--- src/hw/rtl/upx_pkg.sv ---
// Shared types, constants and coefficient table of the 4x polyphase upsampler.
package upx_pkg;

  localparam int TAPS            = 12;
  localparam int COEF_BITS       = 14;
  localparam int COEF_SHIFT      = 13;
  localparam int SAMPLE_BITS_DEF = 24;
  localparam int ACC_GUARD       = 4;
  localparam int FIFO_DEPTH      = 8;
  localparam int FIFO_PTR_BITS   = $clog2(FIFO_DEPTH);
  localparam int FIFO_CNT_BITS   = $clog2(FIFO_DEPTH + 1);
  localparam int PHASES          = 4;

  localparam logic [1:0] RATIO_2X = 2'd1;
  localparam logic [1:0] RATIO_4X = 2'd2;

  typedef logic signed [COEF_BITS-1:0] coef_t;

  localparam coef_t COEF_TAB [PHASES][TAPS] = '{
    '{-14'sd68,   14'sd122,  -14'sd218,  14'sd390,  -14'sd838,  14'sd7964,
      14'sd1125,  -14'sd487, 14'sd272,   -14'sd161, 14'sd90,    14'sd14},
    '{-14'sd155,  14'sd271,  -14'sd477,  14'sd832,  -14'sd1641, 14'sd6388,
      14'sd3810,  -14'sd1364, 14'sd730,  -14'sd424, 14'sd240,   -14'sd239},
    '{-14'sd239,  14'sd240,  -14'sd424,  14'sd730,  -14'sd1364, 14'sd3810,
      14'sd6388,  -14'sd1641, 14'sd832,  -14'sd477, 14'sd271,   -14'sd155},
    '{14'sd14,    14'sd90,   -14'sd161,  14'sd272,  -14'sd487,  14'sd1125,
      14'sd7964,  -14'sd838, 14'sd390,   -14'sd218, 14'sd122,   -14'sd68}
  };

  typedef struct packed {
    logic       valid;
    logic [1:0] phase;
    logic       last;
  } tag_t;

endpackage

--- src/hw/rtl/upx_round_sat.sv ---
// Output stage: rounds a finished sum to the sample scale and clamps it to the output range.
module upx_round_sat import upx_pkg::*; #(
  parameter int SAMPLE_BITS = SAMPLE_BITS_DEF,
  parameter int ACC_BITS    = SAMPLE_BITS_DEF + COEF_BITS + ACC_GUARD
) (
  input  logic                          clk,
  input  logic                          rst,
  input  tag_t                          tag_in,
  input  logic signed [ACC_BITS-1:0]    psum_in,
  output tag_t                          tag_out,
  output logic signed [SAMPLE_BITS+1:0] result
);

  localparam int OUT_BITS = SAMPLE_BITS + 2;
  localparam logic signed [ACC_BITS-1:0] OUT_MAX =
    ACC_BITS'((64'sd1 <<< (OUT_BITS - 1)) - 64'sd1);
  localparam logic signed [ACC_BITS-1:0] OUT_MIN = -OUT_MAX - ACC_BITS'(1);
  localparam logic signed [ACC_BITS-1:0] HALF_LSB = ACC_BITS'(64'sd1 <<< (COEF_SHIFT - 1));

  logic signed [ACC_BITS-1:0] biased;
  logic signed [ACC_BITS-1:0] scaled;
  logic signed [ACC_BITS-1:0] clamped;

  always_comb begin
    biased = psum_in + HALF_LSB;
    scaled = biased >>> COEF_SHIFT;
    if (scaled > OUT_MAX) begin
      clamped = OUT_MAX;
    end else if (scaled < OUT_MIN) begin
      clamped = OUT_MIN;
    end else begin
      clamped = scaled;
    end
  end

  always_ff @(posedge clk) begin
    if (rst) begin
      tag_out <= '0;
    end else begin
      tag_out <= tag_in;
    end
    result <= clamped[OUT_BITS-1:0];
  end

endmodule

--- config.mk ---
export PLATFORM = sky130hd
export DESIGN_NAME = upx_round_sat
export DESIGN_NICKNAME = d
export VERILOG_FILES = /design/src/hw/rtl/upx_pkg.sv /design/src/hw/rtl/upx_round_sat.sv
export SDC_FILE = /design/constraint.sdc
export NUM_CORES = 1
export LEC_CHECK = 0
export BUFFER_PORTS_ARGS = -buffer_cell sky130_fd_sc_hd__clkbuf_2
export CORE_MARGIN = 3
export CORE_UTILIZATION = 51
export DETAILED_ROUTE_END_ITERATION = 16
export PLACE_DENSITY = 0.84
export SYNTH_ARGS = -nofsm -noshare
export SYNTH_HDL_FRONTEND = slang
export SYNTH_SLANG_ARGS = --single-unit
--- constraint.sdc ---
create_clock -name clk -period 4.8 [get_ports clk]
set_input_delay 0.48 -clock clk [delete_from_list [all_inputs] [get_ports clk]]
set_output_delay 0.48 -clock clk [all_outputs]
set_load 0.005 [all_outputs]
## Yosys cells after proc, flatten, opt, wreduce, memory -nomap -nowiden

Cells that the tools add are included.

| cells by class | value |
|---|---|
| add/subtract/negate cells | 1 |
| $lt $le $gt $ge | 2 |
| multiplexer cells | 1 |

Operators by type and width:

| cell | number |
|---|---|
| 42-bit by 14-bit adder with 42-bit output (second input constant) | 1 |
| 29-bit by 26-bit greater-than comparator with 1-bit output (second input constant) | 1 |
| 29-bit by 26-bit less-than comparator with 1-bit output (second input constant) | 1 |
| 26-bit two-way mux | 1 |

| storage, ports and cells | value |
|---|---|
| input bits | 48 |
| word-level logic and storage cells | 8 |
| bits in registers | 30 |

## Logic depth before layout (Yosys ltp)

Gate-level depths: netlist of run 1.

| depth | value |
|---|---|
| depth in word-level cells | 3 |
| mapped depth | 8 |

## Worst setup path after synthesis of run 1

Ideal clock, no wire load.

| timing | value |
|---|---|
| kind | in2reg |
| from | input psum_in[12] |
| to | register result[0] |
| path slack | 2.350 ns |
| cell stages on the path | 7 |
| arrival time | 2.382 ns |
| buffers on the path | 0 |
| library setup time | 0.068 ns |
| data required time | 4.732 ns |
| cells stage by stage | ha_1 > nand4_1 > or4_4 > or4_4 > a221o_2 > a21bo_1 > o21ai_2 |

| on the way | value |
|---|---|
| word-level cells in the longest chain between the ends | 3 |
| elaborated cells on any way between the ends | 4 |
| classes of those cells | add/sub (1); order compare (2); mux (1) |

RTL lines:

| item | RTL line | text |
|---|---|---|
| start: declaration | upx_round_sat.sv:9 | `input logic signed [ACC_BITS-1:0] psum_in,` |
| 42-bit by 14-bit adder with 42-bit output * | upx_round_sat.sv:25 | `biased = psum_in + HALF_LSB;` |
| 29-bit by 26-bit less-than comparator with 1-bit output | upx_round_sat.sv:29 | `end else if (scaled < OUT_MIN) begin` |
| 26-bit two-way mux | upx_round_sat.sv:29 |  |
| end signal: assignment | upx_round_sat.sv:42 | `result <= clamped[OUT_BITS-1:0];` |
| end: declaration | upx_round_sat.sv:11 | `output logic signed [SAMPLE_BITS+1:0] result` |

Mark *: on every way between the ends. The rest lies on a longest branch, timed or not.
A chain may end at the register's enable or synchronous reset.

## Final worst setup path of run 1

| timing | value |
|---|---|
| from | input psum_in[19] |
| to | register result[6] |

Same word-level chain as after synthesis.

==> out/metrics.cfg, run 1 <==
[sta]
slew_headroom_pct=37.6
slew_violations=0
setup_viol=0
hold_violations=0
worst_hold_slack_ns=0.343
fin_crit_ns=2.87
worstMarginPinSlew_ns=0.937
tns_ns=0
period_share_pct=59.7
rsz0062_at_grt=false
clock.fmax_ghz=0.349

[final_layout]
syn_to_final_growth_pct=22.9
fin_util_pct=66.6
nets=325
fillers=320
antennaDiodeCount=0
design_area_um2=2270
drive_above_1_share_pct=34.7

[global_route]
grt_pass1_wl_mm=7.45
grt_util_met3_pct=5.27
grt_use_met2_pct=36.1
grt.busiest_layer=met2
use_met1_pct=28.2
grt-ovfl-total=0
grt_max_degree=23
grt_pass1_vias=1651
antenna_found_initial=0
grt_use_total_pct=22.1

[cts]
hold_buffers=0
clkTransAtPathRegs_ns=0.10
tritoncts=done
cts.repair.resized=0
cts_setup_buffers=0
htree_levels=2
cts_made_buffers=5
clockBufferDepth=2
root_buffer=clkbuf_4
cts.sinks=30

[floorplan]
die_w_um=66.2
die-area_um2=4380
ioPinCount=78
start_util_pct=54.1
core-area_um2=3420
die_h_um=66.2
num_rows=21

[worst_hold_path]
hold_class=input port to flip-flop
whs_endpoint=tag_out[3]
hold_path_depth=2
min_from=rst

[yosys]
yosysSeqAreaShare_pct=32.5
synthFlopType=dfxtp_1
avgSynthCellArea_um2=8.64
synth_mux_area_share_pct=0.541
synth_cells=214
synth-edff-count=0
synth-compound-area-share_pct=27.9
synth_area_um2=1850
synth_cell_type_count=42
synth.net_count=263
ys_warn_count=0
synth-simple-area-share_pct=22.7
synthXorXnorAreaFrac_pct=11.8
ys_ff_latch=30
async_flop_share_pct=0
synth_top_family_by_area=compound AO/OA/AOI/OAI gates
synthAdderAreaFrac_pct=0.677

[setup_path]
path_cells=clkbuf_2, and4_2, nand4_1, nor4_1, nand4_1, a21boi_0, o21ai_0
critPathKind=input port to flip-flop
required_ns=5.02
path_delay_family=simple AND/OR/NAND/NOR gates
cp.arrival_ns=3.08
crit_path_end_kind=flip-flop
cp_max_fo=22
worst_path_largest_cell_delay_ns=0.72
critical_path_buf_inv_count=1
critical_path.startpoint_type=input port
critical_path.most_common_cell=nand4_1
critPathSlowestCell=nand4_1

[outcome]
status=complete, no violations

[place]
dp_hpwl_mm=3.53
place.gp.congestion=0.979
placedInstanceArea_um2=2200
portBuffers=65

[route]
ant_nets=0
drt_iter0_drc=98
drt_wl_total_mm=4.59
viasPerCell=5.81
num_vias=1876
drc=0
firstDrtPassIters=5
wl_per_cell_um=14.2

[power_and_ir_drop]
ir_drop_v=0.000107
p_leak_nw=0.919
powerDensity_nw_per_um2=260

[flow_run]
cap_violations=0

-- sequential cells by signal (all words and copies together), names as in the netlist --
register,cells
result,26
tag_out,4
-- cells by family (layout without fill, tap and decap cells) --
logic type,count (synthesis),after routing
xor+xnor,25,25
buf+inv,15,78
fa+ha+maj,1,1
flops,30,30
simple gates,71,71
compound gates,71,71
mux,1,1
-- synthesized netlist by cell type (all sizes together) (2+ instances only) --
cell | number | area share (%)
buf | 6 | 2.0
and3 | 2 | 0.74
or2 | 2 | 0.68
or4 | 2 | 1.2
nor3 | 8 | 2.2
o22ai | 16 | 5.8
xnor2 | 15 | 7.1
o21ai | 4 | 1.3
dfxtp | 30 | 32
nor2b | 4 | 1.4
and2 | 2 | 0.68
o31ai | 2 | 0.81
o221ai | 4 | 1.9
a21boi | 21 | 10
nor2 | 8 | 1.6
and4 | 4 | 2.0
a21o | 3 | 1.2
nand2 | 11 | 2.2
clkbuf | 6 | 1.2
nor4 | 4 | 1.4
nand4 | 13 | 5.2
inv | 3 | 0.61
nand3 | 7 | 1.9
a21oi | 18 | 5.1
xor2 | 10 | 4.7
-- layer usage --
metal,vias up,wire length (µm)
met5,-,0
met4,0,77
met3,7,350
met2,73,2170
met1,869,1990
li1,927,-
-- per-stage QoR --
stage / setup slack, ns / instances / total power, mW
floorplan: 2.35 / 214 / 0.343
global route: 1.68 / 323 / 0.616
finish: 1.93 / 323 / 0.590
detailed placement: 1.62 / 315 / 0.399
global placement: 1.64 / 315 / 0.396
CTS: 1.97 / 323 / 0.595
-- layout by cell type, fill, tap and decap left out, types with 8 or more instances in the layout --
cell type  netlist  layout
nor2_1           8       8
xor2_1          10       9
xnor2_1         15      15
nand4_1         12      12
a21boi_0        12      12
nor3_1           8       8
o22ai_1         15      15
clkbuf_2         0      65
dfxtp_1         30      30
a21oi_1         17      17
nand2_1         11      11
a21boi_2         9       9
-- layout make-up --
class	count	area, µm²	area share (%)
multi-input combinational	169	1190	52.2
tap	46	57.6	2.53
sequential	30	601	26.4
clock inverter	3	40.0	1.76
clock buffer	5	37.5	1.65
timing repair buffer	67	340	15.0
inverter	3	11.3	0.495
-- power by group --
group | internal (mW) | switching, mW | total (mW) | leakage [nW]
Combinational | 0.0539 | 0.0656 | 0.120 | 0.621
Sequential | 0.269 | 0.00479 | 0.274 | 0.253
Clock | 0.108 | 0.0894 | 0.197 | 0.0450
-- worst max-delay path by stage --
stage                     end        start  slack [ns]  cells after the start
global placement    result[6]  psum_in[19]        1.64                      7
global route        result[4]  psum_in[19]        1.68                      7
CTS                 result[6]  psum_in[19]        1.97                      7
floorplan           result[0]  psum_in[12]        2.35                      7
detailed placement  result[6]  psum_in[19]        1.62                      7
finish              result[6]  psum_in[19]        1.93                      7
Note: power is estimated with default switching activity, not from simulation.
==> run 2, diff against run 1 <==
- CORE_UTILIZATION: 51 -> 43
- PLACE_DENSITY: 0.84 -> 0.76
- clock period: 4.8 -> 2.6 ns (I/O delays scaled with it)
==> run 2 against run 1 <==
  * Die area is 17% higher
  * Global-route usage is 1.7 points lower
  * Critical path depth is 1 higher
  * Sequential share of layout area is 1.1 points lower
  * First-iteration DRC count is 100% higher
  * Wire length is 9.2% higher
  * Clock-buffer cell count is 1 higher
  * Combinational power is 94% higher
==> out/metrics.cfg, run 2 (synthesis gave the netlist of run 1 again) <==
[setup_path]
critical_path_buf_inv_count=1
cp.arrival_ns=2.42
critPathSlowestCell=or4_4
path_delay_family=simple AND/OR/NAND/NOR gates
critical_path.startpoint_type=input port
critical_path.most_common_cell=or4_4
path_cells=clkbuf_2, ha_1, nand4_1, or4_4, or4_4, a221o_2, a21o_1, o21ai_0
cp_max_fo=8
critPathKind=input port to flip-flop
crit_path_end_kind=flip-flop
required_ns=2.81
worst_path_largest_cell_delay_ns=0.55

[floorplan]
start_util_pct=45.3
ioPinCount=78
die-area_um2=5120
die_w_um=71.6
core-area_um2=4090
num_rows=23
die_h_um=71.6

[route]
ant_nets=0
firstDrtPassIters=4
drc=0
viasPerCell=5.80
num_vias=1949
drt_iter0_drc=199
drt_wl_total_mm=5.01
wl_per_cell_um=14.9

[global_route]
grt_pass1_vias=1793
use_met1_pct=26.4
antenna_found_initial=0
grt_max_degree=19
grt-ovfl-total=0
grt_use_total_pct=20.4
grt.busiest_layer=met2
grt_pass1_wl_mm=8.34
grt_use_met2_pct=32.8
grt_util_met3_pct=4.77

[sta]
hold_violations=0
rsz0062_at_grt=false
final.setup.worst_slack_ns=0.384
period_share_pct=85.2
clock.fmax_ghz=0.451
worstMarginPinSlew_ns=0.510
slew_violations=0
fin_crit_ns=2.22
worst_hold_slack_ns=0.175
slew_headroom_pct=65.7
setup_viol=0
tns_ns=0

[cts]
tritoncts=done
cts_setup_buffers=0
clkTransAtPathRegs_ns=0.06
root_buffer=clkbuf_8
clockBufferDepth=2
htree_levels=2
hold_buffers=0
cts_made_buffers=5
cts.repair.resized=0
cts.sinks=30

[final_layout]
reg_top3=result x26, tag_out x4
design_area_um2=2380
layout_commonest_cell=clkbuf_2
drive_above_1_share_pct=36.7
antennaDiodeCount=0
nets=334
syn_to_final_growth_pct=28.5
largest_register=result
final_cell_mix=clkbuf_2, dfxtp_1, a21oi_1
largest_register_ffs=26

[outcome]
status=complete, no violations

[place]
placedInstanceArea_um2=2280
dp_hpwl_mm=3.79
place.gp.congestion=0.935
dp_slack_ns=0.106
portBuffers=65

[power_and_ir_drop]
p_leak_nw=0.965
powerDensity_nw_per_um2=474
ir_drop_v=0.000217
power_mw=1.13

[flow_run]
cap_violations=0

[worst_hold_path]
hold_class=input port to flip-flop

run 2: cell types whose count changed in the layout (fill, tap and decap cells not counted):
cell,previous run,this run
clkbuf_8,0,6
buf_4,2,10
clkinvlp_4,0,1
clkinv_2,2,1
buf_12,0,1
clkbuf_4,5,0
bufinv_16,1,0
run 2: worst paths after layout:
check	to	slack, ns	cells past startpoint	from
hold / removal	tag_out[1]	0.18	2	rst
setup / recovery	result[6]	0.38	8	psum_in[12]
run 2: cell type report:
class | instances | area (µm²)
sequential | 30 | 601
fill | 385 | 1710
inverter | 3 | 11.3
timing repair buffer | 76 | 420
multi-input combinational | 169 | 1190
clock buffer | 6 | 82.6
tap | 50 | 62.6
clock inverter | 2 | 12.5
run 2: power by group:
part	internal [mW]	switching [mW]	total (mW)
clock	0.212	0.175	0.387
combinational	0.108	0.126	0.233
sequential	0.497	0.00849	0.506
run 2: metrics by stage:
stage	std cells	util (%)
after global placement	328	55.8
final	336	58.1
after detailed placement	328	55.8
after floorplan	214	-
after global routing	336	58.1
after CTS	336	58.1
run 2: per-layer routing:
layer  share of wire, %  wire [µm]  vias to the layer above
met5                  0          0                        -
met3                6.4        321                        9
li1                   -          -                      943
met2                 48       2400                       75
met1                 44       2200                      922
met4                1.8         91                        0
