===== config.mk =====
export PLATFORM = sky130hd
export DESIGN_NAME = upx_cell
export DESIGN_NICKNAME = d
export VERILOG_FILES = /design/src/hw/rtl/upx_pkg.sv /design/src/hw/rtl/upx_cell.sv
export SDC_FILE = /design/constraint.sdc
export NUM_CORES = 1
export LEC_CHECK = 0
export BUFFER_PORTS_ARGS = -buffer_cell sky130_fd_sc_hd__buf_2
export CAP_MARGIN = 20
export CORE_ASPECT_RATIO = 1.5
export CORE_MARGIN = 5
export CORE_UTILIZATION = 25
export DETAILED_ROUTE_END_ITERATION = 16
export PLACE_DENSITY = 0.38
export SYNTH_ARGS = -nofsm -noshare
export SYNTH_HDL_FRONTEND = slang
export SYNTH_SLANG_ARGS = --single-unit

===== constraint.sdc =====
create_clock -name clk -period 18.18 [get_ports clk]
set_clock_uncertainty 0.1 [all_clocks]
set_input_delay 3.636 -clock clk [delete_from_list [all_inputs] [get_ports clk]]
set_output_delay 3.636 -clock clk [all_outputs]
set_load 0.005 [all_outputs]

===== src/hw/rtl/upx_pkg.sv =====
// Shared types, constants and coefficient table of the 4x polyphase upsampler.
package upx_pkg;

  localparam int TAPS            = 12;
  localparam int COEF_BITS       = 14;
  localparam int COEF_SHIFT      = 13;
  localparam int SAMPLE_BITS_DEF = 24;
  localparam int ACC_GUARD       = 4;
  localparam int FIFO_DEPTH      = 8;
  localparam int FIFO_PTR_BITS   = $clog2(FIFO_DEPTH);
  localparam int FIFO_CNT_BITS   = $clog2(FIFO_DEPTH + 1);
  localparam int PHASES          = 4;

  localparam logic [1:0] RATIO_2X = 2'd1;
  localparam logic [1:0] RATIO_4X = 2'd2;

  typedef logic signed [COEF_BITS-1:0] coef_t;

  localparam coef_t COEF_TAB [PHASES][TAPS] = '{
    '{-14'sd68,   14'sd122,  -14'sd218,  14'sd390,  -14'sd838,  14'sd7964,
      14'sd1125,  -14'sd487, 14'sd272,   -14'sd161, 14'sd90,    14'sd14},
    '{-14'sd155,  14'sd271,  -14'sd477,  14'sd832,  -14'sd1641, 14'sd6388,
      14'sd3810,  -14'sd1364, 14'sd730,  -14'sd424, 14'sd240,   -14'sd239},
    '{-14'sd239,  14'sd240,  -14'sd424,  14'sd730,  -14'sd1364, 14'sd3810,
      14'sd6388,  -14'sd1641, 14'sd832,  -14'sd477, 14'sd271,   -14'sd155},
    '{14'sd14,    14'sd90,   -14'sd161,  14'sd272,  -14'sd487,  14'sd1125,
      14'sd7964,  -14'sd838, 14'sd390,   -14'sd218, 14'sd122,   -14'sd68}
  };

  typedef struct packed {
    logic       valid;
    logic [1:0] phase;
    logic       last;
  } tag_t;

endpackage


===== src/hw/rtl/upx_cell.sv =====
// One tap cell: holds one window sample and adds its product to the passing partial sum.
module upx_cell import upx_pkg::*; #(
  parameter int SAMPLE_BITS = SAMPLE_BITS_DEF,
  parameter int ACC_BITS    = SAMPLE_BITS_DEF + COEF_BITS + ACC_GUARD,
  parameter int TAP_IDX     = 0
) (
  input  logic                          clk,
  input  logic                          rst,
  input  logic                          load,
  input  logic signed [SAMPLE_BITS-1:0] sample_nbr,
  output logic signed [SAMPLE_BITS-1:0] sample,
  input  tag_t                          tag_in,
  input  logic signed [ACC_BITS-1:0]    psum_in,
  output tag_t                          tag_out,
  output logic signed [ACC_BITS-1:0]    psum_out
);

  coef_t                                    coef;
  logic signed [SAMPLE_BITS+COEF_BITS-1:0] prod;

  assign coef = COEF_TAB[tag_in.phase][TAP_IDX];
  assign prod = sample * coef;

  always_ff @(posedge clk) begin
    if (rst) begin
      sample  <= '0;
      tag_out <= '0;
    end else begin
      if (load) begin
        sample <= sample_nbr;
      end
      tag_out <= tag_in;
    end
    psum_out <= psum_in + ACC_BITS'(prod);
  end

endmodule


### Word-level counts from Yosys, hierarchy flattened

Cells that the tools add are included.

| operators by class | value |
|---|---|
| shift operators | 0 |
| add/subtract/negate cells | 1 |
| equal/unequal tests | 0 |
| muxes and demuxes | 3 |
| order comparisons | 1 |
| divide/modulo/power cells | 0 |
| multiply operators | 1 |
| bitwise logic cells | 1 |
| reduce and logical (&&, ||, !) cells | 0 |

Operator list:

| operator | count |
|---|---|
| 168-bit binary-select mux with 2-bit select | 1 |
| 168-bit 2-to-1 mux | 2 |
| 42-bit by 38-bit adder with 42-bit output | 1 |
| 24-bit by 14-bit multiplier with 38-bit output | 1 |
| 3-bit >= comparator, second input constant | 1 |
| 2-bit inverter with 3-bit output | 1 |

| word-level totals | value |
|---|---|
| memory bits (writable) | 0 |
| memories | 0 |
| bits in registers | 70 |
| logic and storage cells | 12 |
| ROM bits | 0 |
| bits in latches | 0 |
| input port bits | 73 |
| output and inout bits | 70 |

### Depth between registers and ports, before layout

Gate-level depths: netlist of the first run.

| depth | value |
|---|---|
| depth after elaboration | 6 |
| mapped depth | 27 |
| depth with buffers taken out | 23 |

### Least setup slack after synthesis of the first run

OpenSTA, ideal clock, no wires.

| timing path | value |
|---|---|
| path type | input to register |
| from | input port tag_in[2] (netlist name) |
| to | register psum_out[41] |
| data arrival time | 10318 ps |
| slack | 7634 ps |
| cell stages on the path | 24 |
| setup time | 128 ps |
| path buffers | 2 |
| cell sequence | inv_1 > buf_1 > ha_1 > clkbuf_1 > and2_1 > inv_1 > fa_1 > inv_1 > fa_1 > fa_1 > fa_1 > fa_1 > inv_1 > fa_1 > inv_1 > ha_1 > nand2_1 > o21ai_0 > or3_1 > a21oi_2 > o41ai_2 > o41ai_2 > mux2i_1 > nand4_1 |

| on the way | value |
|---|---|
| word-level cells in the longest chain between the ends | 6 |

Ends and longest elaborated chain:

| what | RTL line | text |
|---|---|---|
| from (decl) | upx_cell.sv:12 | `input tag_t tag_in,` |
| 2-bit inverter with 3-bit output (not written as such) | upx_cell.sv:21 | `assign coef = COEF_TAB[tag_in.phase][TAP_IDX];` |
| 168-bit binary-select mux with 2-bit select | upx_cell.sv:21 |  |
| 168-bit 2-to-1 mux (not written as such) (2 in a row) | upx_cell.sv:21 |  |
| 24-bit by 14-bit multiplier with 38-bit output | upx_cell.sv:22 | `assign prod = sample * coef;` |
| 42-bit by 38-bit adder with 42-bit output | upx_cell.sv:34 | `psum_out <= psum_in + ACC_BITS'(prod);` |
| to (signal assigned) | upx_cell.sv:34 |  |
| to (decl) | upx_cell.sv:15 | `output logic signed [ACC_BITS-1:0] psum_out` |

No other way between the ends. The select of a mux whose other input is x is not followed.
A chain may end at the register's enable or synchronous reset.

### Worst setup path in the final report of the first run

Same ends and word-level chain as after synthesis.

==> reports/metrics.cfg, run 1 <==
[drt]
antenna_left = 0
viasPerCell = 4.25
drt_iter0_markers = 291
drc = 0
dr_total_vias = 10800
drtPass1Iterations = 4
drt-wirelength-per-cell_um = 18.8
routed_wl_um = 47700

[layout]
final_cell_mix = inv_1 (419), fa_1 (361), buf_2 (142)
layout_commonest_cell = inv_1
area_delta_synth_final_pct = 11.3
drive_gt1_share_pct = 11.8
layout.nets = 2291
n_antenna_cell = 0

[clock_tree]
cts_buffers = 9
hold_buffers = 0
insertion_delay_ps = 380
cts_tree = done
htree_levels = 3
clock_path_buffers = 2
cts-root-buf = clkbuf_16
cts_resized = 0
cts_setup_buffers = 0
cts.clk_slew.worst_paths_ps = 60
cts_sinks = 70

[global_route]
grt_antenna_before_repair = 0
grt_usage_pct = 14.5
grt_pass1_vias = 12400
grt_pass1_wl_um = 74100
grt-ovfl-total = 0
grt_start_max_net_pins = 49

[synth]
netlist_instances = 1645
ys_ff_latch = 70
synth_top_family_by_area = adder cells
synth.avg_cell_area_um2 = 9.54
ys_seq_area_share_pct = 8.93
synth.top_cell.area_share_pct = 46.1
syn_area_um2 = 15700
synth-edff-count = 0
synthTopCellsByArea = fa_1 (46%), inv_1 (10%), ha_1 (9.6%), dfxtp_1 (8.9%), and2_1 (3.0%)
yosysUniqueCellTypes = 65
yosysWarningCount = 0
synthSimpleGateAreaFrac_pct = 12.0
synthAdderAreaFrac_pct = 55.7
synthMuxAreaShare_pct = 1.66
synth_async_sr_flop_share_pct = 0
synth_compound_area_share_pct = 6.25
synth-xor-area-share_pct = 3.46
yosys.area.top_type = fa_1
synthFlopType = dfxtp_1

[die]
rows = 112
io_pins = 143
die_h_um = 317
dieArea_um2 = 68000
initial_core_util_pct = 25.2
dieWidth_um = 215
core-area_um2 = 62200

[pwr]
totalPowerFinal_mw = 3.51
p_leak_nw = 9.02
peakVddDrop_mv = 0.133
power_density_nw_per_um2 = 201

[status]
status = complete, no violations

[setup_path]
cp.arrival_ps = 11690
path_common_cell = fa_1
end_kind = register
critPathKind = in2reg
cp-start-kind = input pin
crit_fanout = 25
slowest_stage = ha_1
path_buf_inv = 6
crit_chain = buf_2, inv_1, ha_1, or2_2, and2_1, fa_1, inv_1, fa_1, inv_1, fa_1, fa_1, fa_1, inv_1, fa_1, inv_1, ha_1, nand2_1, or3_4, o211ai_2, a21oi_2, o41ai_2, o41ai_2, mux2i_1, nand4_1
cp_slowest_stage_delay_ps = 930
critPathTopFamily = adder cells
crit_required_ps = 18340

[sta]
hold_viol = 0
finalSetupTns_ps = 0
post-route-period-util_pct = 63.4
worst_pin_slew_ps = 1010
fin_crit_ps = 11530
maxSlewHeadroom_pct = 32.4
fmax_ghz = 0.0867
finalSetupViolCount = 0
finalMaxSlewViolations = 0
rsz0062_at_grt = no

[placement]
gp_congestion = 0.791
hpwl_um = 41400
port_buffers = 142

[hold_path]
min_path_type = reg2reg

[flow_run]
cap_violations = 0

## sequential cells by signal, summed over array words and instances (netlist names)
| register | flops |
|---|---|
| tag_out | 4 |
| psum_out | 42 |
| sample | 24 |
## cell families (layout without fill, tap and decap cells)
group	after synthesis	count (layout)
buffers and inverters	489	584
muxes	26	26
xor gates and xnor gates	62	62
adders and majority gates	482	482
AOI/OAI and AO/OA	133	133
other	2	3
DFF	70	70
and+or+nand+nor	381	381
## path summary, 6_finish.rpt
kind / slack (ps) / cells past startpoint / start / end
setup / recovery: 6650 / 24 / tag_in[2] / psum_out[41]
hold / removal: 420 / 2 / sample[6] / sample[6]
setup reg to reg: 11040 / 18 / sample[23] / psum_out[41]
hold reg to reg: 420 / 2 / sample[6] / sample[6]
## per-layer routing
| layer | up-vias | track usage (%) | routed length, um |
|---|---|---|---|
| met2 | 154 | 30.5 | 29100 |
| met3 | 30 | 1.94 | 1130 |
| met5 | - | 0 | 0 |
| li1 | 5014 | - | - |
| met1 | 5594 | 14.9 | 16600 |
| met4 | 0 | 3.47 | 838 |
## through the flow
| stage | area, um2 | util [%] | hold slack (ps) | std cells | setup WS, ps |
|---|---|---|---|---|---|
| 2_1_floorplan | 15700 | - | 406 | 1646 | 7630 |
| 3_3_place_gp | 17200 | 27.6 | 407 | 2524 | 6330 |
| 3_5_place_dp | 17200 | 27.6 | 419 | 2524 | 6230 |
| 4_1_cts | 17500 | 28.1 | 434 | 2539 | 6640 |
| 5_1_grt | 17500 | 28.1 | 475 | 2539 | 6150 |
| 6_report | 17500 | 28.1 | 424 | 2539 | 6650 |
## final cells by class
class / count / area (um2)
Clock buffer: 10 / 239
Clock inverter: 5 / 60.1
Fill cell: 6786 / 44800
Inverter: 419 / 1570
Multi-Input combinational cell: 1087 / 12400
Sequential cell: 70 / 1400
Tap cell: 798 / 998
Timing Repair Buffer: 150 / 771
## tightest hold or removal path, cell delays in order (launching register included)
cell and delay (ps):
dfxtp_1 340, mux2i_1 80, nor2_1 70
## where the power goes
group	leakage [nW]	switching, mW	total, mW	internal (mW)
combinational	8.29	1.80	3.04	1.24
clock	0.145	0.0828	0.192	0.109
sequential	0.586	0.0341	0.277	0.243
total	9.02	1.92	3.51	1.59
## cells in the mapped netlist, types with 5 or more instances
cell type    n
inv_1      419
fa_1       361
nand2_1    121
ha_1       120
nor2_1      77
and2_1      74
dfxtp_1     70
clkbuf_1    61
nor2b_1     53
a21oi_1     46
xnor2_1     42
mux2i_1     26
xor2_1      20
o21ai_0     18
nand3_1     13
a21o_1      12
or2_2       11
nand2b_1     9
nor3_1       8
o21bai_1     8
a21oi_2      5
a31oi_1      5
Note: power is estimated with default switching activity, not from simulation.
==> run 2, diff against run 1 <==
- PLACE_DENSITY: 0.38 -> 0.4
- clock period: 18.18 -> 10.5 ns (I/O delays scaled with it)
==> run 2 against run 1 <==
Critical path depth fell by 1. Critical path type unchanged. Clock power increased by 90%. Register-to-register slack worse by 7500 ps. Sequential share of layout area down 0.062 points. Die area unchanged. Non-clock buffer count grew 14. Cell count rose by 0.67%. Hold slack lost 3.6 ps. Global-route usage rose by 0.11 points.
==> reports/metrics.cfg, run 2 (synthesis results as in run 1) <==
[status]
status = complete, no violations

[layout]
layout_commonest_cell = inv_1
final_cell_mix = inv_1 (419), fa_1 (361), buf_2 (142)
top_register = psum_out
drive_gt1_share_pct = 12.5
fin_util_pct = 28.3
multi_input_area_um2 = 12400
largest_reg_flops = 42
nFillCells = 6737
largestRegisters = psum_out (42), sample (24), tag_out (4)
final_cells = 2556
layout.nets = 2305
seq_area_um2 = 1400
area_delta_synth_final_pct = 12.1

[setup_path]
cp-start-kind = input pin
crit_fanout = 24
reg2reg_depth = 19
r2r_end = psum_out[38]
critPathKind = in2reg
slowest_stage = a2111oi_2
cp_slowest_stage_delay_ps = 760
end_kind = register
ff2ff_setup_slack_ps = 3540
crit_chain = buf_2, inv_1, buf_4, ha_1, buf_4, nand2_1, fa_1, inv_1, fa_1, fa_1, fa_1, fa_1, inv_1, fa_1, inv_1, ha_1, a21oi_1, nand2_1, a2111oi_2, a2111oi_4, o21a_1, or3_1, xor2_1
path_common_cell = fa_1
r2r-start = sample[15]
cp.arrival_ps = 9190
crit_required_ps = 10670

[global_route]
grt_usage_pct = 14.6
grt_antenna_before_repair = 2
gr-usage-met3_pct = 2.16
grt_pass1_vias = 12500
grt_start_max_net_pins = 29
grt_busiest_layer = met2
grt_use_met1_pct = 15.1
grt_use_met2_pct = 30.1
grt_pass1_wl_um = 74400
grt-ovfl-total = 0

[die]
initial_core_util_pct = 25.2
die_h_um = 317
dieArea_um2 = 68000
core-area_um2 = 62200
dieWidth_um = 215
io_pins = 143
rows = 112

[pwr]
p_seq_share_pct = 7.7
switching_share_pct = 54.8
peakVddDrop_mv = 0.258
power_density_nw_per_um2 = 351
power_frac_comb_pct = 86.4
p_sw_mw = 3.38
power_frac_clock_pct = 5.9
p_leak_nw = 9.10
p_int_mw = 2.79

[clock_tree]
cts_setup_buffers = 0
htree_levels = 3
hold_buffers = 0
insertion_delay_ps = 390
cts_sinks = 70
cts_resized = 0
cts_buffers = 9
cts.clk_slew.worst_paths_ps = 70
cts-root-buf = clkbuf_16
clock_path_buffers = 2
cts_tree = done

[sta]
post-route-period-util_pct = 85.8
fmax_ghz = 0.111
finalMaxSlewViolations = 0
finalSetupViolCount = 0
hold_viol = 0
maxSlewHeadroom_pct = 41.5
worst_pin_slew_ps = 875
fin_crit_ps = 9010
rsz0062_at_grt = no
finalSetupTns_ps = 0

[drt]
viasPerCell = 4.25
routed_wl_um = 48400
dr_total_vias = 10900
drc = 0
drtPass1Iterations = 4
antenna_left = 0
drt_iter0_markers = 332
drt-wirelength-per-cell_um = 18.9

[hold_path]
min_from = sample[6]
whs_endpoint = sample[6]
whs_path_depth = 2
min_path_type = reg2reg

[placement]
gp_congestion = 0.823
port_buffers = 142
hpwl_um = 41800
dpl.cell_count = 2538

[flow_run]
cap_violations = 0

run 2: cell types whose count changed in the layout (fill, tap and decap cells not counted), sizes merged:
cell and change:
buf +14, bufinv +1, clkinv -1, clkinvlp +1, diode +2
run 2: worst max-delay path by stage:
| stage | start | to | slack, ps | depth (start not counted) |
|---|---|---|---|---|
| 2_1_floorplan | tag_in[2] | psum_out[41] | 1490 | 24 |
| 3_3_place_gp | tag_in[2] | psum_out[38] | 930 | 22 |
| 3_5_place_dp | tag_in[2] | psum_out[38] | 950 | 22 |
| 4_1_cts | tag_in[2] | psum_out[38] | 1350 | 22 |
| 5_1_grt | tag_in[2] | psum_out[38] | 1240 | 22 |
| 6_report | tag_in[2] | psum_out[38] | 1490 | 23 |
run 2: final cells by class:
| class | count | area share (%) |
|---|---|---|
| Multi-Input combinational cell | 1087 | 70.6 |
| Inverter | 419 | 8.94 |
| Sequential cell | 70 | 7.97 |
| Tap cell | 798 | 5.68 |
| Timing Repair Buffer | 164 | 4.98 |
| Clock buffer | 10 | 1.36 |
| Clock inverter | 6 | 0.484 |
| Antenna cell | 2 | 0.0285 |
run 2: critical path: cells and delay by family:
family	cells	cell delay (ps)
adder cells (fa/ha/maj)	8	3750
AO/OA/AOI/OAI	4	1460
buffers and inverters	7	1080
AND/OR/NAND/NOR	3	610
XOR/XNOR	1	150
run 2: routing by layer:
metal | vias up | share of wire [%] | wire [um]
li1 | 5043 | - | -
met1 | 5592 | 36 | 17400
met2 | 174 | 59 | 28500
met3 | 46 | 2.7 | 1310
met4 | 2 | 2.5 | 1200
met5 | - | 0.014 | 7
run 2: per-stage QoR:
step	setup WS, ps	total power [mW]	instance area [um2]	hold WS, ps
final	1490	6.17	17600	420
after global routing	1240	6.92	17600	486
after CTS	1350	6.38	17600	432
after detailed placement	949	5.95	17300	416
after global placement	930	5.94	17300	400
after floorplan	1490	4.50	15700	406
run 2: power groups by stage:
stage               registers, mW  clock network [mW]  logic [mW]
finish                      0.472               0.365        5.34
floorplan                   0.461                   0        4.04
global placement            0.490                   0        5.45
global route                0.486               0.396        6.04
detailed placement          0.487                   0        5.46
CTS                         0.483               0.387        5.51
